[src/hw/rtl/khd_pkg.sv]
`timescale 1ns / 1ps
// Shared constants and types for the KISS host deframer.
// Used by khd_parser and kiss_host_deframer_unit; depends on nothing.

package khd_pkg;

    localparam int MaxFrame = 512;
    localparam int CountW   = 10;
    localparam int SetW     = 12;

    localparam logic [7:0] FEND  = 8'hC0;
    localparam logic [7:0] FESC  = 8'hDB;
    localparam logic [7:0] TFEND = 8'hDC;
    localparam logic [7:0] TFESC = 8'hDD;

    localparam logic [4:0] OP_DATA     = 5'h00;
    localparam logic [4:0] OP_TXDELAY  = 5'h01;
    localparam logic [4:0] OP_P        = 5'h02;
    localparam logic [4:0] OP_SLOTTIME = 5'h03;
    localparam logic [4:0] OP_TXTAIL   = 5'h04;
    localparam logic [4:0] OP_READY    = 5'h0F;
    localparam logic [4:0] OP_NONE     = 5'h10;

    localparam logic [CountW-1:0] MAX_COUNT = CountW'(MaxFrame);
    localparam logic [CountW-1:0] COUNT_ONE = CountW'(1);

    localparam logic [SetW-1:0] DELAY_RESET   = 12'd350;
    localparam logic [SetW-1:0] TAIL_RESET    = 12'd50;
    localparam logic [SetW-1:0] SLOT_RESET    = 12'd200;
    localparam logic [7:0]      PERSIST_RESET = 8'd63;

    localparam int TDATA_W = 64;

    typedef struct packed {
        logic              data_valid;
        logic [7:0]        data_byte;
        logic              frame_done;
        logic [CountW-1:0] frame_length;
        logic [SetW-1:0]   tx_delay_ms;
        logic [SetW-1:0]   tx_tail_ms;
        logic [SetW-1:0]   slot_time_ms;
        logic [7:0]        persistence;
        logic              flow_control;
    } khd_result_t;

    function automatic logic [SetW-1:0] times_ten(input logic [7:0] b);
        logic [SetW-1:0] w;
        begin
            w = SetW'(b);
            return (w << 3) + (w << 1);
        end
    endfunction

endpackage

[src/hw/rtl/khd_parser.sv]
`timescale 1ns / 1ps
// Frame parser state and per-byte decision logic of the KISS host deframer.
// Depends on khd_pkg for framing codes, command codes and the result type.

module khd_parser
(
    input  logic                clk,
    input  logic                rst_n,
    input  logic                step,
    input  logic [7:0]          rx_byte,
    output khd_pkg::khd_result_t result
);

    logic                      frame_open_reg, frame_open_next;
    logic                      escape_reg, escape_next;
    logic [4:0]                cmd_reg, cmd_next;
    logic [khd_pkg::CountW-1:0] count_reg, count_next;
    logic [khd_pkg::SetW-1:0]  delay_reg, delay_next;
    logic [khd_pkg::SetW-1:0]  tail_reg, tail_next;
    logic [khd_pkg::SetW-1:0]  slot_reg, slot_next;
    logic [7:0]                persist_reg, persist_next;
    logic                      flow_reg, flow_next;
    logic                      valid;
    logic [7:0]                dbyte;
    logic                      done;
    logic [khd_pkg::SetW-1:0]  scaled;

    assign scaled = khd_pkg::times_ten(rx_byte);

    always_comb
    begin
        frame_open_next = frame_open_reg;
        escape_next     = escape_reg;
        cmd_next        = cmd_reg;
        count_next      = count_reg;
        delay_next      = delay_reg;
        tail_next       = tail_reg;
        slot_next       = slot_reg;
        persist_next    = persist_reg;
        flow_next       = flow_reg;
        valid           = 1'b0;
        dbyte           = 8'd0;
        done            = 1'b0;
        if (frame_open_reg && rx_byte == khd_pkg::FEND && cmd_reg == khd_pkg::OP_DATA)
        begin
            frame_open_next = 1'b0;
            done            = 1'b1;
        end
        else if (rx_byte == khd_pkg::FEND)
        begin
            frame_open_next = 1'b1;
            cmd_next        = khd_pkg::OP_NONE;
            count_next      = '0;
        end
        else if (frame_open_reg && count_reg < khd_pkg::MAX_COUNT)
        begin
            if (count_reg == '0 && cmd_reg == khd_pkg::OP_NONE)
            begin
                cmd_next = {1'b0, rx_byte[3:0]};
            end
            else
            begin
                case (cmd_reg)
                    khd_pkg::OP_DATA:
                    begin
                        if (rx_byte == khd_pkg::FESC)
                        begin
                            escape_next = 1'b1;
                        end
                        else
                        begin
                            dbyte = rx_byte;
                            if (escape_reg)
                            begin
                                if (rx_byte == khd_pkg::TFEND)
                                begin
                                    dbyte = khd_pkg::FEND;
                                end
                                else if (rx_byte == khd_pkg::TFESC)
                                begin
                                    dbyte = khd_pkg::FESC;
                                end
                                escape_next = 1'b0;
                            end
                            valid      = 1'b1;
                            count_next = count_reg + khd_pkg::COUNT_ONE;
                        end
                    end
                    khd_pkg::OP_TXDELAY:  delay_next   = scaled;
                    khd_pkg::OP_TXTAIL:   tail_next    = scaled;
                    khd_pkg::OP_SLOTTIME: slot_next    = scaled;
                    khd_pkg::OP_P:        persist_next = rx_byte;
                    khd_pkg::OP_READY:    flow_next    = (rx_byte != 8'd0);
                    default:
                    begin
                    end
                endcase
            end
        end
    end

    always_ff @(posedge clk or negedge rst_n)
    begin
        if (!rst_n)
        begin
            frame_open_reg <= 1'b0;
            escape_reg     <= 1'b0;
            cmd_reg        <= khd_pkg::OP_NONE;
            count_reg      <= '0;
            delay_reg      <= khd_pkg::DELAY_RESET;
            tail_reg       <= khd_pkg::TAIL_RESET;
            slot_reg       <= khd_pkg::SLOT_RESET;
            persist_reg    <= khd_pkg::PERSIST_RESET;
            flow_reg       <= 1'b0;
        end
        else if (step)
        begin
            frame_open_reg <= frame_open_next;
            escape_reg     <= escape_next;
            cmd_reg        <= cmd_next;
            count_reg      <= count_next;
            delay_reg      <= delay_next;
            tail_reg       <= tail_next;
            slot_reg       <= slot_next;
            persist_reg    <= persist_next;
            flow_reg       <= flow_next;
        end
    end

    always_comb
    begin
        result.data_valid   = valid;
        result.data_byte    = dbyte;
        result.frame_done   = done;
        result.frame_length = count_next;
        result.tx_delay_ms  = delay_next;
        result.tx_tail_ms   = tail_next;
        result.slot_time_ms = slot_next;
        result.persistence  = persist_next;
        result.flow_control = flow_next;
    end

endmodule

[src/hw/rtl/kiss_host_deframer_unit.sv]
`timescale 1ns / 1ps
// Top level of the KISS host deframer: input register, parser, result register.
// Depends on khd_pkg and khd_parser.
//
// The slave stream takes one host serial byte per request in s_axis_tdata.
// For every byte the master stream gives exactly one result: tuser flags an
// unescaped payload byte, tlast flags the FEND that closes a data frame, and
// tdata carries the payload byte, the running frame length and the current
// TXDELAY, TXTAIL, SLOTTIME, persistence and flow control settings.
// A byte is held in an input register, parsed by one short combinational
// step that also updates the frame state, and the result is registered.
// The result is offered once its byte has moved from the input register into
// the result register, and a new byte is taken every cycle while the master
// side keeps taking results.
// When the receiver stalls, the result register holds its request and the
// input register still takes one more byte; after that s_axis_tready drops
// until the result is taken. Reset empties both registers, leaves the block
// outside any frame, and restores the default settings (350, 50, 200, 63,
// flow control off).

module kiss_host_deframer_unit
(
    input  logic        clk,
    input  logic        rst_n,
    input  logic        s_axis_tvalid,
    output logic        s_axis_tready,
    input  logic [7:0]  s_axis_tdata,   // [7:0] rx_byte
    output logic        m_axis_tvalid,
    input  logic        m_axis_tready,
    output logic [khd_pkg::TDATA_W-1:0] m_axis_tdata,
    // [7:0] data_byte, [17:8] frame_length, [29:18] tx_delay_ms,
    // [41:30] tx_tail_ms, [53:42] slot_time_ms, [61:54] persistence,
    // [62] flow_control, [63] zero
    output logic        m_axis_tuser,   // [0] data_valid
    output logic        m_axis_tlast    // frame_done
);

    logic                 in_valid_reg;
    logic [7:0]           in_byte_reg;
    logic                 out_valid_reg;
    khd_pkg::khd_result_t out_reg;
    khd_pkg::khd_result_t result;
    logic                 advance;

    assign advance       = in_valid_reg && (!out_valid_reg || m_axis_tready);
    assign s_axis_tready = !in_valid_reg || advance;

    khd_parser u_parser
    (
        .clk     (clk),
        .rst_n   (rst_n),
        .step    (advance),
        .rx_byte (in_byte_reg),
        .result  (result)
    );

    always_ff @(posedge clk or negedge rst_n)
    begin
        if (!rst_n)
        begin
            in_valid_reg  <= 1'b0;
            out_valid_reg <= 1'b0;
        end
        else
        begin
            if (s_axis_tready)
            begin
                in_valid_reg <= s_axis_tvalid;
            end
            if (advance)
            begin
                out_valid_reg <= 1'b1;
            end
            else if (m_axis_tready)
            begin
                out_valid_reg <= 1'b0;
            end
        end
    end

    always_ff @(posedge clk)
    begin
        if (s_axis_tready && s_axis_tvalid)
        begin
            in_byte_reg <= s_axis_tdata;
        end
        if (advance)
        begin
            out_reg <= result;
        end
    end

    assign m_axis_tvalid = out_valid_reg;
    assign m_axis_tuser  = out_reg.data_valid;
    assign m_axis_tlast  = out_reg.frame_done;
    assign m_axis_tdata  = {1'b0, out_reg.flow_control, out_reg.persistence,
                            out_reg.slot_time_ms, out_reg.tx_tail_ms,
                            out_reg.tx_delay_ms, out_reg.frame_length,
                            out_reg.data_byte};

endmodule

[config.mk]
export PLATFORM = sky130hd
export DESIGN_NAME = kiss_host_deframer_unit
export DESIGN_NICKNAME = d
export VERILOG_FILES = /design/src/hw/rtl/khd_pkg.sv /design/src/hw/rtl/khd_parser.sv /design/src/hw/rtl/kiss_host_deframer_unit.sv
export SDC_FILE = /design/constraint.sdc
export NUM_CORES = 1
export LEC_CHECK = 0
export ABC_AREA = 1
export BUFFER_PORTS_ARGS = -buffer_cell sky130_fd_sc_hd__buf_2
export CAP_MARGIN = 30
export CORE_UTILIZATION = 55
export CTS_CLUSTER_DIAMETER = 200
export CTS_CLUSTER_SIZE = 12
export DETAILED_ROUTE_END_ITERATION = 10
export PLACE_DENSITY = 0.74
export SLEW_MARGIN = 25
export SYNTH_ARGS = -nofsm -noshare
export SYNTH_HDL_FRONTEND = slang
export SYNTH_SLANG_ARGS = --single-unit
[constraint.sdc]
create_clock -name clk -period 2.5 [get_ports clk]
set_input_delay 0.375 -clock clk [delete_from_list [all_inputs] [get_ports clk]]
set_output_delay 0.375 -clock clk [all_outputs]
set_load 0.01 [all_outputs]
==> summary by stage <==
Place
The final RePlAce weighted congestion is 0.8565. The HPWL after detailed placement is 9352 µm. The count of input and output buffers is 78. The post-placement worst setup slack is 320.1 ps.

Timing
The count of pins over their slew limit is 0. The final worst-path setup slack is 278.7 ps. Timing would allow up to 450.2 MHz. The number of hold violations in the final report is 0.

The maximum clock skew at final layout is 6.978 ps. The final setup violation count is 0. The slew at the pin closest to its max-slew limit is 866.6 ps. The relative max-transition margin is 0.4223. Setup repair after global routing left no endpoint under its margin. Counting I/O delays and the setup requirement, the final critical path takes 2221 ps. The share of the cycle needed by the critical path after routing is 0.8885. For the final routed database, the setup TNS stands at 0 ps.

Floorplan
The floorplan step set the die width to 111.2 µm. The die covers 12370 µm². The number of placed I/O pins is 80. The vertical extent of the die is 111.2 µm.

The initial standard-cell utilization of the core is 0.5696. The placement row count is 39. After floorplanning, the core was sized to cover 11520 µm².

Clock tree
The deepest level of the CTS H-tree is 4. The number of buffers inserted for hold repair after clock tree synthesis is 0. In this run, post-CTS repair resized a total of 0 instances. The count of clock tree sinks is 137. After clock tree synthesis, the clock-pin slew on the worst setup and hold paths is 60 ps. The clock tree buffer depth is 2. The number of buffers created by CTS is 17. CTS placed an instance of sky130_fd_sc_hd__clkbuf_16 at the clock tree root. Post-CTS timing repair inserted 0 buffers for setup. The clock insertion delay at the later pin of the skew report is 420 ps. TritonCTS built the clock tree.

Drt
The total DRC errors in the routed layout is 16. In this run the remaining antenna-violating nets after routing total 0. The via count of the routed design is 5161.

For this run, the detailed router's first-pass iteration total came to 8. The final layout contains routed wiring with a total length of 14380 µm. The initial detailed-routing violation count is 308. Wire segments on met2 add up to 6928 µm in the final route. Dividing the detail-routed via count by the number of cells gives 5.393. The final routed wire length divided by cell count is 15.02 µm. The sum of routed wire segments on met1 is 6224 µm. The top metal layer carrying routed signals is met4. The met3 wire length is 997 µm.

Outcome
The run finished, with violations left. The final reports fail on DRC.

Min path
The type of the worst min-delay path is in -> async.

Yosys
After technology mapping, the gate count stands at 714. When the netlist entered floorplanning its net count stood at 735. The most instantiated flip-flop cell in the synthesis netlist is sky130_fd_sc_hd__edfxtp_1. Yosys attributes the largest share of cell area to sky130_fd_sc_hd__edfxtp_1, sky130_fd_sc_hd__dfrtp_1, sky130_fd_sc_hd__nand2_1, sky130_fd_sc_hd__dfstp_2, sky130_fd_sc_hd__nand3_1. The number of warning messages in the yosys log is 0. The mean cell area of the mapped netlist is 9.188 µm². The number of flops mapped to enable cells by yosys is 73.

Counting flops with an async set or reset pin after synthesis yields a share of 0.4672. Of the post-synthesis cell area, the dominant cell type holds 0.3342. Counting distinct cell types in the post-synthesis netlist gives 41. Synthesis inferred 137 register bits.

The cell area after synthesis is 6560 µm². sky130_fd_sc_hd__nand2_1 is the most common cell in the netlist. The biggest area contributor in the post-synthesis netlist is sky130_fd_sc_hd__edfxtp_1. The commonest cells after synthesis are sky130_fd_sc_hd__nand2_1, sky130_fd_sc_hd__edfxtp_1, sky130_fd_sc_hd__inv_1.

The share of the Yosys chip area taken by registers is 0.5819.

GRT
The first-pass GRT wire length is 23980 µm. The number of antenna violations at the first check in global routing is 0. The overall overflow remaining after global route is 0. Across every metal layer, demand over resource in global routing totals 0.2512.

The largest net degree at the start of global routing is 65. The via count of the first global-routing pass is 4983.

Power
Dividing total power by cell area gives a power density of 782.4 nW/µm². In this run the static leakage power is 0.003705 µW. The peak ir drop on the vdd network is 0.4963 mV.

Setup path
The largest single stage delay on the critical path is 520 ps. The worst-path maximum fanout is 6. The critical path's most frequent cell is sky130_fd_sc_hd__nand2_1. Walking the worst path, the cells encountered are ha_1 > a21oi_1 > nand2_1 > xnor2_1 > nand2_1 > and2_1. In this run the critical register-to-register path is launched from in_byte_reg[4]$_DFFE_PP_. The kind of cell adding the most delay to the critical path is flip-flops. The startpoint class of the critical path is a register. The largest individual stage delay along the critical path comes from the cell sky130_fd_sc_hd__edfxtp_1. The critical path contains buffers and inverters numbering 0 combined. The critical path starts at in_byte_reg[4]$_DFFE_PP_.

The startpoint-to-endpoint class of the critical path is reg -> reg. The worst setup path is captured at a register. The signal arrival time at the worst endpoint is 2400 ps.

The required time of the worst setup path is 2680 ps.

Layout
Counting the fill cells in the layout gives 934. The count of nets after finishing is 822. The number of flip-flops in the largest register is 63. The ratio of cells with drive above 1 in the final layout is 0.2187. 0 antenna diodes ended up in the layout. From synthesis to final layout, the design area changed by 17.41%.

Flow run
Across the run, the number of max-cap violations was 0.
## through the flow
stage / area, µm² / utilization / std cells / hold slack [ps] / total power (µW)
floorplan: 6560 / - / 714 / 79.41 / 3206
global route: 7702 / 0.6688 / 957 / 105.5 / 6254
global placement: 7098 / 0.6164 / 925 / 453.5 / 3492
CTS: 7702 / 0.6688 / 957 / 112.5 / 6065
detailed placement: 7098 / 0.6164 / 925 / 457.0 / 3516
finish: 7702 / 0.6688 / 957 / 122.0 / 6026
## cell type report
class | count | area [µm²] | area share
clock inverter | 13 | 151.4 | 0.01966
timing repair buffer | 90 | 493.0 | 0.06400
inverter | 80 | 310.3 | 0.04029
clock buffer | 19 | 452.9 | 0.05880
sequential | 137 | 3817 | 0.4956
tap | 143 | 178.9 | 0.02323
multi-input combinational | 475 | 2298 | 0.2984
## placed cells by master (no fill, tap or decap), types with 2 or more instances in the layout
master,Yosys,routed
sky130_fd_sc_hd__clkinv_1,1,2
sky130_fd_sc_hd__or2_1,3,3
sky130_fd_sc_hd__o21ai_2,7,7
sky130_fd_sc_hd__inv_2,6,6
sky130_fd_sc_hd__nand3_1,61,61
sky130_fd_sc_hd__dfstp_2,19,19
sky130_fd_sc_hd__nand4_1,8,8
sky130_fd_sc_hd__buf_2,6,78
sky130_fd_sc_hd__nand2_4,2,2
sky130_fd_sc_hd__o21ai_0,22,22
sky130_fd_sc_hd__edfxtp_1,73,73
sky130_fd_sc_hd__ha_1,8,8
sky130_fd_sc_hd__a22oi_1,2,2
sky130_fd_sc_hd__inv_1,72,72
sky130_fd_sc_hd__a21boi_1,2,2
sky130_fd_sc_hd__nand2_2,11,11
sky130_fd_sc_hd__dfrtp_1,45,45
sky130_fd_sc_hd__clkbuf_16,0,17
sky130_fd_sc_hd__nor2_1,36,36
sky130_fd_sc_hd__a21oi_1,7,7
sky130_fd_sc_hd__clkinv_2,0,3
sky130_fd_sc_hd__buf_4,4,11
sky130_fd_sc_hd__a21boi_0,2,2
sky130_fd_sc_hd__nand2_1,250,250
sky130_fd_sc_hd__and2_1,14,14
sky130_fd_sc_hd__bufinv_16,0,3
sky130_fd_sc_hd__xnor2_1,3,3
sky130_fd_sc_hd__nor2_4,2,2
sky130_fd_sc_hd__nor2_2,5,5
sky130_fd_sc_hd__o21a_1,12,12
sky130_fd_sc_hd__clkinvlp_4,0,4
sky130_fd_sc_hd__nor4_1,3,3
sky130_fd_sc_hd__clkbuf_8,0,2
sky130_fd_sc_hd__o21ai_1,8,8
## routing by layer
layer,up-vias,GRT usage
met2,204,0.4071
met1,2456,0.3296
met4,0,0.08378
li1,2477,-
met3,24,0.06561
met5,-,0
## worst register-to-register path, cell delays in order, from the launching register on
cell and delay (ps):
sky130_fd_sc_hd__edfxtp_1 520, sky130_fd_sc_hd__ha_1 390, sky130_fd_sc_hd__a21oi_1 140, sky130_fd_sc_hd__nand2_1 110, sky130_fd_sc_hd__xnor2_1 450, sky130_fd_sc_hd__nand2_1 180, sky130_fd_sc_hd__and2_1 180
## logic make-up (layout without fill, tap and decap cells)
logic type	Yosys count	in the layout	synth area share
AOI/OAI and AO/OA	63	63	0.06065
xor gates and xnor gates	3	3	0.004006
adders and majority gates	9	9	0.01831
buffers and inverters	102	202	0.06771
DFF	137	137	0.5819
other	1	1	0.0005716
and+or+nand+nor	399	399	0.2668
## power by group
part | internal (µW) | switching, µW | total (µW)
Sequential | 2630 | 92.6 | 2720
Clock | 1610 | 939 | 2550
Combinational | 237 | 521 | 758
Total | 4470 | 1550 | 6030
## final timing paths
path | slack [ps] | end | cells after the start
worst max-delay path | 280 | m_axis_tdata[24]$_DFFE_PP_ | 6
worst min-delay path | 120 | u_parser.delay_reg[0]$_DFFE_PN0P_ | 2
worst max register to register | 280 | m_axis_tdata[24]$_DFFE_PP_ | 6
worst min register to register | 470 | u_parser.delay_reg[6]$_DFFE_PN1P_ | 2
max in group asynchronous | 1780 | u_parser.count_reg[6]$_DFFE_PN0P_ | 2
min in group clk | 120 | in_byte_reg[3]$_DFFE_PP_ | 1
(Power assumes the default switching activity.)
